$ cat src/hw/rtl/srpd_pkg.sv
package srpd_pkg;

  localparam int SAMPLE_W = 12;
  localparam int TIME_W   = 16;
  localparam int COUNT_W  = 8;

  localparam int HISTORY_DEPTH = 10;
  localparam int HIST_IDX_W    = $clog2(HISTORY_DEPTH);
  localparam int SUM_W         = TIME_W + HIST_IDX_W;

  localparam int MEAN_SHIFT = SUM_W + HIST_IDX_W;
  localparam int RECIP_W    = SUM_W + 1;
  localparam int MEAN_PROD_W = SUM_W + RECIP_W;
  localparam logic [RECIP_W-1:0] MEAN_RECIP =
    RECIP_W'(((64'd1 << MEAN_SHIFT) + 64'(HISTORY_DEPTH) - 64'd1) / 64'(HISTORY_DEPTH));

  localparam int GUARD_DIV   = 5;
  localparam int GUARD_MUL   = 3;
  localparam int GUARD_SHIFT = TIME_W + $clog2(GUARD_DIV);
  localparam int GUARD_RECIP_W = TIME_W + 2;
  localparam int GUARD_PROD_W  = TIME_W + GUARD_RECIP_W;
  localparam logic [GUARD_RECIP_W-1:0] GUARD_RECIP =
    GUARD_RECIP_W'(((64'd1 << GUARD_SHIFT) + 64'(GUARD_DIV) - 64'd1) / 64'(GUARD_DIV));

  localparam logic [SAMPLE_W-1:0] BASE_LEVEL_RST    = 12'd2048;
  localparam logic [SAMPLE_W-1:0] INIT_THRESHOLD_RST = 12'd2060;
  localparam logic [SAMPLE_W-1:0] LEVEL_RST         = 12'd2048;
  localparam logic [TIME_W-1:0]   MIN_GAP_RST       = 16'd300;
  localparam logic [TIME_W-1:0]   IDLE_TIMEOUT_RST  = 16'd2500;
  localparam logic [TIME_W-1:0]   DECAY_PERIOD_RST  = 16'd5000;
  localparam logic [COUNT_W-1:0]  COUNT_MAX         = 8'd255;

  localparam int CFG_INDEX_W = 3;
  localparam int CFG_DATA_W  = 16;
  localparam logic [CFG_INDEX_W-1:0] REG_BASE_LEVEL        = 3'd0;
  localparam logic [CFG_INDEX_W-1:0] REG_INITIAL_THRESHOLD = 3'd1;
  localparam logic [CFG_INDEX_W-1:0] REG_MIN_GAP           = 3'd2;
  localparam logic [CFG_INDEX_W-1:0] REG_IDLE_TIMEOUT      = 3'd3;
  localparam logic [CFG_INDEX_W-1:0] REG_DECAY_PERIOD      = 3'd4;

  typedef struct packed {
    logic [SAMPLE_W-1:0] sample;
    logic [TIME_W-1:0]   now_ms;
  } in_item_t;

  typedef struct packed {
    logic                in_response;
    logic                new_response;
    logic [COUNT_W-1:0]  short_count;
    logic [COUNT_W-1:0]  long_count;
    logic [SAMPLE_W-1:0] threshold_level;
    logic [SAMPLE_W-1:0] last_amplitude;
    logic [SAMPLE_W-1:0] last_peak_value;
    logic [TIME_W-1:0]   mean_interval_ms;
  } out_item_t;

  function automatic logic [TIME_W-1:0] guard_of(input logic [TIME_W-1:0] interval);
    logic [GUARD_PROD_W-1:0] prod;
    logic [TIME_W-1:0]       quot;
    prod = GUARD_PROD_W'(interval) * GUARD_PROD_W'(GUARD_RECIP);
    quot = TIME_W'(prod >> GUARD_SHIFT);
    return TIME_W'(quot * TIME_W'(GUARD_MUL));
  endfunction

endpackage

$ cat src/hw/rtl/srpd_if.sv
interface srpd_in_if;
  logic               valid;
  logic               ready;
  srpd_pkg::in_item_t data;
  modport source (output valid, output data, input ready);
  modport sink (input valid, input data, output ready);
endinterface

interface srpd_out_if;
  logic                valid;
  logic                ready;
  srpd_pkg::out_item_t data;
  modport source (output valid, output data, input ready);
  modport sink (input valid, input data, output ready);
endinterface

interface srpd_cfg_if;
  logic                                 valid;
  logic                                 ready;
  logic [srpd_pkg::CFG_INDEX_W-1:0]     index;
  logic [srpd_pkg::CFG_DATA_W-1:0]      wdata;
  modport source (output valid, output index, output wdata, input ready);
  modport sink (input valid, input index, input wdata, output ready);
endinterface

$ cat src/hw/rtl/skin_response_peak_detector.sv
// An accepted sample request is registered in the a stage, then in the b output register, where its result appears.
// One sample per cycle while the output is not stalled; the detector state updates in the accept cycle and
// the mean interval is divided out of a running history sum in the second stage.
// Reset (rst, synchronous, active high) loads the register defaults, clears the history
// and both pipeline stages. Configuration writes are always taken; none ever stall.
module skin_response_peak_detector (
  input logic clk,
  input logic rst,
  srpd_in_if.sink    samples,
  srpd_out_if.source results,
  srpd_cfg_if.sink   cfg
);
  import srpd_pkg::*;

  logic [SAMPLE_W-1:0] base_level;
  logic [TIME_W-1:0]   min_gap_ms;
  logic [TIME_W-1:0]   idle_timeout_ms;
  logic [TIME_W-1:0]   decay_period_ms;

  logic [SAMPLE_W-1:0] threshold, threshold_next;
  logic [SAMPLE_W-1:0] peak_level, peak_level_next;
  logic [SAMPLE_W-1:0] trough_level, trough_level_next;
  logic                responding, responding_next;
  logic                first_seen, first_seen_next;
  logic                second_seen, second_seen_next;
  logic [TIME_W-1:0]   last_response_time, last_response_time_next;
  logic [TIME_W-1:0]   guard, guard_next;
  logic [TIME_W-1:0]   history [HISTORY_DEPTH];
  logic [TIME_W-1:0]   history_next [HISTORY_DEPTH];
  logic [SUM_W-1:0]    history_sum, history_sum_next;
  logic [TIME_W-1:0]   decay_time, decay_time_next;
  logic                decay_parity, decay_parity_next;
  logic [COUNT_W-1:0]  short_responses, short_responses_next;
  logic [COUNT_W-1:0]  long_responses, long_responses_next;
  logic [SAMPLE_W-1:0] amplitude, amplitude_next;
  logic [SAMPLE_W-1:0] peak_latch, peak_latch_next;

  logic [SAMPLE_W-1:0] s;
  logic [TIME_W-1:0]   now;
  logic [TIME_W-1:0]   elapsed;
  logic                started;
  logic                in_accept;

  logic                a_valid;
  out_item_t           a_res;
  out_item_t           a_done;
  logic [SUM_W-1:0]    a_sum;
  logic                b_valid;
  out_item_t           b_res;
  logic                b_load;
  logic [MEAN_PROD_W-1:0] mean_prod;

  assign cfg.ready = 1'b1;

  always_ff @(posedge clk) begin
    if (rst) begin
      base_level      <= BASE_LEVEL_RST;
      min_gap_ms      <= MIN_GAP_RST;
      idle_timeout_ms <= IDLE_TIMEOUT_RST;
      decay_period_ms <= DECAY_PERIOD_RST;
    end else if (cfg.valid) begin
      unique case (cfg.index)
        REG_BASE_LEVEL:        base_level <= SAMPLE_W'(cfg.wdata);
        REG_INITIAL_THRESHOLD: ;
        REG_MIN_GAP:           min_gap_ms <= cfg.wdata;
        REG_IDLE_TIMEOUT:      idle_timeout_ms <= cfg.wdata;
        REG_DECAY_PERIOD:      decay_period_ms <= cfg.wdata;
        default:               ;
      endcase
    end
  end

  assign s   = samples.data.sample;
  assign now = samples.data.now_ms;

  always_comb begin
    logic above;
    logic below;
    logic past_guard;
    logic skip_rest;

    elapsed    = now - last_response_time;
    above      = s > threshold;
    below      = s < threshold;
    past_guard = elapsed > guard;

    threshold_next          = threshold;
    trough_level_next       = trough_level;
    responding_next         = responding;
    first_seen_next         = first_seen;
    second_seen_next        = second_seen;
    last_response_time_next = last_response_time;
    guard_next              = guard;
    history_next            = history;
    history_sum_next        = history_sum;
    decay_time_next         = decay_time;
    decay_parity_next       = decay_parity;
    short_responses_next    = short_responses;
    long_responses_next     = long_responses;
    amplitude_next          = amplitude;
    peak_latch_next         = peak_latch;

    if (TIME_W'(now - decay_time) > decay_period_ms) begin
      decay_parity_next = ~decay_parity;
      decay_time_next   = now;
      if (short_responses != '0) begin
        short_responses_next = short_responses - 8'd1;
      end
      if (long_responses > 8'd1 && !decay_parity_next) begin
        long_responses_next = long_responses - 8'd2;
      end
    end

    peak_level_next = (above && s > peak_level) ? s : peak_level;

    if (below && past_guard) begin
      peak_latch_next = peak_level_next;
      if (s < trough_level) begin
        trough_level_next = s;
      end
    end

    started = (elapsed > min_gap_ms) && above && !responding && past_guard;
    skip_rest = started && first_seen;

    if (started) begin
      responding_next         = 1'b1;
      last_response_time_next = now;
      guard_next              = guard_of(elapsed);
      if (short_responses_next != COUNT_MAX) begin
        short_responses_next = short_responses_next + 8'd1;
      end
      if (long_responses_next != COUNT_MAX) begin
        long_responses_next = long_responses_next + 8'd1;
      end
      if (first_seen) begin
        first_seen_next  = 1'b0;
        second_seen_next = 1'b1;
      end else if (second_seen) begin
        second_seen_next = 1'b0;
        for (int i = 0; i < HISTORY_DEPTH; i++) begin
          history_next[i] = elapsed;
        end
        history_sum_next = SUM_W'(elapsed) * SUM_W'(HISTORY_DEPTH);
      end else begin
        for (int i = 0; i < HISTORY_DEPTH - 1; i++) begin
          history_next[i] = history[i+1];
        end
        history_next[HISTORY_DEPTH-1] = elapsed;
        history_sum_next = history_sum - SUM_W'(history[0]) + SUM_W'(elapsed);
      end
    end

    if (!skip_rest) begin
      if (below && responding) begin
        responding_next   = 1'b0;
        amplitude_next    = peak_level_next - trough_level_next;
        threshold_next    = SAMPLE_W'(amplitude_next >> 1) + trough_level_next;
        peak_level_next   = threshold_next;
        trough_level_next = threshold_next;
      end
      if (elapsed > idle_timeout_ms) begin
        threshold_next          = base_level;
        peak_level_next         = base_level;
        trough_level_next       = base_level;
        last_response_time_next = now;
        first_seen_next         = 1'b1;
        second_seen_next        = 1'b0;
      end
    end
  end

  assign b_load        = !b_valid || results.ready;
  assign samples.ready = !a_valid || b_load;
  assign in_accept     = samples.valid && samples.ready;

  always_ff @(posedge clk) begin
    if (rst) begin
      threshold          <= INIT_THRESHOLD_RST;
      peak_level         <= LEVEL_RST;
      trough_level       <= LEVEL_RST;
      responding         <= 1'b0;
      first_seen         <= 1'b1;
      second_seen        <= 1'b0;
      last_response_time <= '0;
      guard              <= '0;
      for (int i = 0; i < HISTORY_DEPTH; i++) begin
        history[i] <= '0;
      end
      history_sum        <= '0;
      decay_time         <= '0;
      decay_parity       <= 1'b0;
      short_responses    <= '0;
      long_responses     <= '0;
      amplitude          <= '0;
      peak_latch         <= '0;
    end else if (in_accept) begin
      threshold          <= threshold_next;
      peak_level         <= peak_level_next;
      trough_level       <= trough_level_next;
      responding         <= responding_next;
      first_seen         <= first_seen_next;
      second_seen        <= second_seen_next;
      last_response_time <= last_response_time_next;
      guard              <= guard_next;
      history            <= history_next;
      history_sum        <= history_sum_next;
      decay_time         <= decay_time_next;
      decay_parity       <= decay_parity_next;
      short_responses    <= short_responses_next;
      long_responses     <= long_responses_next;
      amplitude          <= amplitude_next;
      peak_latch         <= peak_latch_next;
    end
  end

  always_ff @(posedge clk) begin
    if (rst) begin
      a_valid <= 1'b0;
    end else if (samples.ready) begin
      a_valid <= samples.valid;
    end
  end

  always_ff @(posedge clk) begin
    if (in_accept) begin
      a_res <= {responding_next, started, short_responses_next, long_responses_next,
                threshold_next, amplitude_next, peak_latch_next, TIME_W'(0)};
      a_sum <= history_sum_next;
    end
  end

  assign mean_prod = MEAN_PROD_W'(a_sum) * MEAN_PROD_W'(MEAN_RECIP);

  always_comb begin
    a_done                  = a_res;
    a_done.mean_interval_ms = TIME_W'(mean_prod >> MEAN_SHIFT);
  end

  always_ff @(posedge clk) begin
    if (rst) begin
      b_valid <= 1'b0;
    end else if (b_load) begin
      b_valid <= a_valid;
    end
  end

  always_ff @(posedge clk) begin
    if (b_load && a_valid) begin
      b_res <= a_done;
    end
  end

  assign results.valid = b_valid;
  assign results.data  = b_res;

  a_new_implies_active: assert property (@(posedge clk) disable iff (rst)
    a_valid && a_res.new_response |-> a_res.in_response)
    else $error("response start without response in progress");

  a_seen_exclusive: assert property (@(posedge clk) disable iff (rst)
    !(first_seen && second_seen))
    else $error("first and second response marks both set");

  a_accept_fills_stage: assert property (@(posedge clk) disable iff (rst)
    in_accept |=> a_valid)
    else $error("accepted sample request lost before the output stage");

  a_stall_holds_stage: assert property (@(posedge clk) disable iff (rst)
    a_valid && !b_load |=> a_valid && $stable(a_sum))
    else $error("stalled stage changed");

endmodule
$ cat src/flat_wrapper.sv
// flat-port wrapper written by rule: the top's interface ports become plain ports
module skin_response_peak_detector_flat import srpd_pkg::*;
  (clk, rst, samples_valid, samples_data, samples_ready, results_valid, results_data, results_ready, cfg_valid, cfg_index, cfg_wdata, cfg_ready);
  srpd_in_if samples_i ();
  srpd_out_if results_i ();
  srpd_cfg_if cfg_i ();
  input logic clk;
  input logic rst;
  input wire logic [$bits(samples_i.valid)-1:0] samples_valid;
  input wire logic [$bits(samples_i.data)-1:0] samples_data;
  output wire logic [$bits(samples_i.ready)-1:0] samples_ready;
  output wire logic [$bits(results_i.valid)-1:0] results_valid;
  output wire logic [$bits(results_i.data)-1:0] results_data;
  input wire logic [$bits(results_i.ready)-1:0] results_ready;
  input wire logic [$bits(cfg_i.valid)-1:0] cfg_valid;
  input wire logic [$bits(cfg_i.index)-1:0] cfg_index;
  input wire logic [$bits(cfg_i.wdata)-1:0] cfg_wdata;
  output wire logic [$bits(cfg_i.ready)-1:0] cfg_ready;
  assign samples_i.valid = samples_valid;
  assign samples_i.data = samples_data;
  assign samples_ready = samples_i.ready;
  assign results_valid = results_i.valid;
  assign results_data = results_i.data;
  assign results_i.ready = results_ready;
  assign cfg_i.valid = cfg_valid;
  assign cfg_i.index = cfg_index;
  assign cfg_i.wdata = cfg_wdata;
  assign cfg_ready = cfg_i.ready;
  skin_response_peak_detector u_core (.clk(clk), .rst(rst), .samples(samples_i), .results(results_i), .cfg(cfg_i));
endmodule
$ cat config.mk
export PLATFORM = sky130hd
export DESIGN_NAME = skin_response_peak_detector_flat
export DESIGN_NICKNAME = d
export VERILOG_FILES = /design/src/hw/rtl/srpd_pkg.sv /design/src/hw/rtl/srpd_if.sv /design/src/hw/rtl/skin_response_peak_detector.sv /design/src/flat_wrapper.sv
export SDC_FILE = /design/constraint.sdc
export NUM_CORES = 2
export LEC_CHECK = 0
export BUFFER_PORTS_ARGS = -buffer_cell sky130_fd_sc_hd__buf_2
export CAP_MARGIN = 40
export CORE_ASPECT_RATIO = 0.9
export CORE_MARGIN = 2
export CORE_UTILIZATION = 55
export CTS_BUF_LIST = sky130_fd_sc_hd__clkbuf_8
export DETAILED_ROUTE_END_ITERATION = 8
export HOLD_SLACK_MARGIN = 0.08
export PLACE_DENSITY = 0.73
export SYNTH_ARGS = -nofsm -noshare
export SYNTH_HDL_FRONTEND = slang
export SYNTH_SLANG_ARGS = --single-unit
$ cat constraint.sdc
create_clock -name clk -period 12.92 [get_ports clk]
set_input_delay 2.584 -clock clk [delete_from_list [all_inputs] [get_ports clk]]
set_output_delay 2.584 -clock clk [all_outputs]
set_load 0.01 [all_outputs]
==> metrics <==
status completed; CP max-delay cell xnor2_2; yosys synthesis warning count 0; largest cells by area after synthesis dfxtp_1 (19%), ha_1 (17%), fa_1 (12%), edfxtp_1 (11%), inv_1 (5.6%); fraction of the mapped netlist area in adder cells 0.292; Tcrit/Tclk final 0.922; die area 0.0731 mm²; synthesized area per cell 9.04 µm²; XOR/XNOR Fraction of Synth Area 0.0326; Max Buffers Root-to-Sink 3; Crit path max-delay family adder cells; Slew HR 0.377; PortBufs 123; first-pass GRT wire length 155,000 µm; First-pass DRT Iterations 5; Sink Count 514; Syn Inst Count 4,316; Synth Register Bits 514; Via density ~5.6; RSZ-0062 raised after global routing no; Root Driver clkbuf_8; initial antenna violation count 6; clk slew on worst S/H paths approximately 0.06 ns; H-tree depth 3; met2 WL 41,500 µm; # Post-CTS Setup Buffers 0; CP Class in2reg; P&R area growth vs syn 9.05%; CP endpoint kind flip-flop; fin nets 5,213; simple-gate share of the synthesized area 0.116; post-synthesis mux area share 0.0168; fraction of layout cells with a size suffix above 1 0.0851; drt wl/cell 17.9 µm; CTS buffer count 86; chip height 257 µm; routed wl met3 7240 µm; core area 0.0701 mm²; Worst Min Path Start u_core.a_done[44]; Primary FF master, synth dfxtp_1; WP data required roughly 14 ns; total of max-cap violations 0; WP depth between 40 and 50; Top Layer Used met5; CTS resizes 0; Vias roughly 31,000; main combinational cell family by area after synthesis adder cells; vias in the first global route between 20,000 and 30,000; Critical path buffers and inverters 5; Synth Net Count 5,136; total negative setup slack 0 ns; max-slew violations 0; row count 92; clock latency on the worst-skew pair 0.74 ns; setup slack, reg-to-reg 2.80 ns; DRC 0; commonest cells in the netlist inv_1 (584), ha_1 (536), nand2_1 (450); worst-margin pin slew 0.931 ns; Hold Crit Endpoint u_core.results.data[44]; CTS tree built; final hold vios 0; worst hold path class reg2reg; FF-to-FF End u_core.guard[14]; chip width 285 µm; RR Startpoint u_core.last_response_time[0]; I/O pins ~130; R2R cell count 41; Worst Path Arrival between 10 and 15 ns; Post-synth EDFFs 144; largest net degree at the start of global routing 164; Post-DRT Antenna Nets 0; Final setup viols 0; Worst Hold Path Cells 0; final wirelength slightly below 100,000 µm; Yosys top cell area share 0.190; Cell variety after synth 95; Mapped Area 0.0390 mm²; post-synth top area cell dfxtp_1; post-DP HPWL 73,500 µm; hold buffer count at CTS 0; Compound-Gate Fraction of Synth Area 0.167; CP startpoint kind input pin; Metal-1 WL 45,600 µm; fmax 83.9 MHz; Total Routing Usage GR 0.265; register area share after synthesis 0.301; Most common cell on crit path a21oi_1; Initial Utilization 0.556; crit path time final between 10 and 15 ns; GPL Wtd Cong between 0.9 and 1; FFs w/ async S/R, synth 0; CP peak stage delay 0.53 ns; CP max FO 8; Fill cells 6,063; First DRT Iteration DRCs 2,321; total gr overflow 0; Worst Skew 0.0759 ns; most frequent cell after synthesis inv_1
worst max path at each step:
stage / slack (ns) / from / end
floorplan: 1.34 / samples_data[0] / u_core.guard[12]
global placement: 0.57 / samples_data[0] / u_core.guard[12]
detailed placement: 0.51 / samples_data[0] / u_core.guard[14]
CTS: 1.18 / samples_data[0] / u_core.guard[14]
global route: 0.28 / samples_data[0] / u_core.guard[12]
finish: 1.00 / samples_data[0] / u_core.guard[14]
registers in the layout, summed over array words and instances, names as in the netlist, 16 cells and up:
register                   count
u_core.a_done                 54
u_core.a_sum                  20
u_core.decay_period_ms        16
u_core.decay_time             16
u_core.guard                  16
u_core.history               160
u_core.history_sum            20
u_core.idle_timeout_ms        16
u_core.last_response_time     16
u_core.min_gap_ms             16
u_core.results.data           70
cell families (layout without fill, tap and decap cells):
kind of cell	Yosys count	count (layout)
muxes	62	62
DFF	514	514
adders and majority gates	771	771
other	1	9
xor gates and xnor gates	140	140
buffers and inverters	770	917
AOI/OAI and AO/OA	1029	1029
and+or+nand+nor	1029	1029
final cells by class:
cell class / count / area, µm² / area share
repair buffers: 170 / 1070 / 0.0253
clock inverters: 48 / 367 / 0.00862
flip-flops and latches: 514 / 11700 / 0.276
diodes: 8 / 20.0 / 0.000471
well taps: 940 / 1180 / 0.0277
clock buffers: 110 / 1510 / 0.0356
inverters: 589 / 2220 / 0.0522
multi-input cells: 3032 / 24400 / 0.574
worst reg2reg max path: cells and delay by family (launching register included):
family	cells	cell delay (ns)
fa+ha+maj	10	3.92
compound gates	19	3.73
simple gates	7	1.25
xor+xnor	2	0.70
flops	1	0.31
buf+inv	3	0.17
metal layers:
metal	global-route usage	vias up
li1	-	15000
met1	0.389	14500
met2	0.393	911
met3	0.0509	177
met4	0.0823	6
met5	0	-
metrics by stage:
stage / instances / utilization / hold WS [ns] / instance area [µm²] / setup WS [ns]
floorplan: 4316 / - / 0.400 / 39000 / 1.34
global placement: 5237 / 0.578 / 0.401 / 40500 / 0.566
detailed placement: 5245 / 0.580 / 0.405 / 40600 / 0.505
CTS: 5403 / 0.606 / 0.394 / 42500 / 1.18
global route: 5404 / 0.606 / 0.422 / 42500 / 0.280
finish: 5411 / 0.607 / 0.406 / 42500 / 1.00
cell usage in the layout (no fill, tap or decap), types with 18 or more instances in the layout:
cell type / count
nor3_1: 43
a21o_1: 58
nand2b_1: 21
nand4_1: 24
clkbuf_8: 110
fa_1: 232
buf_2: 123
or3_1: 19
ha_1: 536
a21oi_1: 435
o21bai_1: 18
mux2_2: 21
and3_1: 24
inv_1: 599
dfxtp_1: 369
xnor2_1: 93
and2_1: 28
a31oi_1: 20
xor2_1: 37
buf_4: 37
nor2b_1: 27
mux2i_1: 39
a211oi_1: 148
nand3_1: 48
nor2_1: 296
o211ai_1: 50
nand2_1: 449
o21a_1: 34
o21ai_0: 124
edfxtp_1: 144
Power is left out: the tool's default activity adds up to more than one toggle a clock period on the data nets, which glitch-free logic cannot reach.
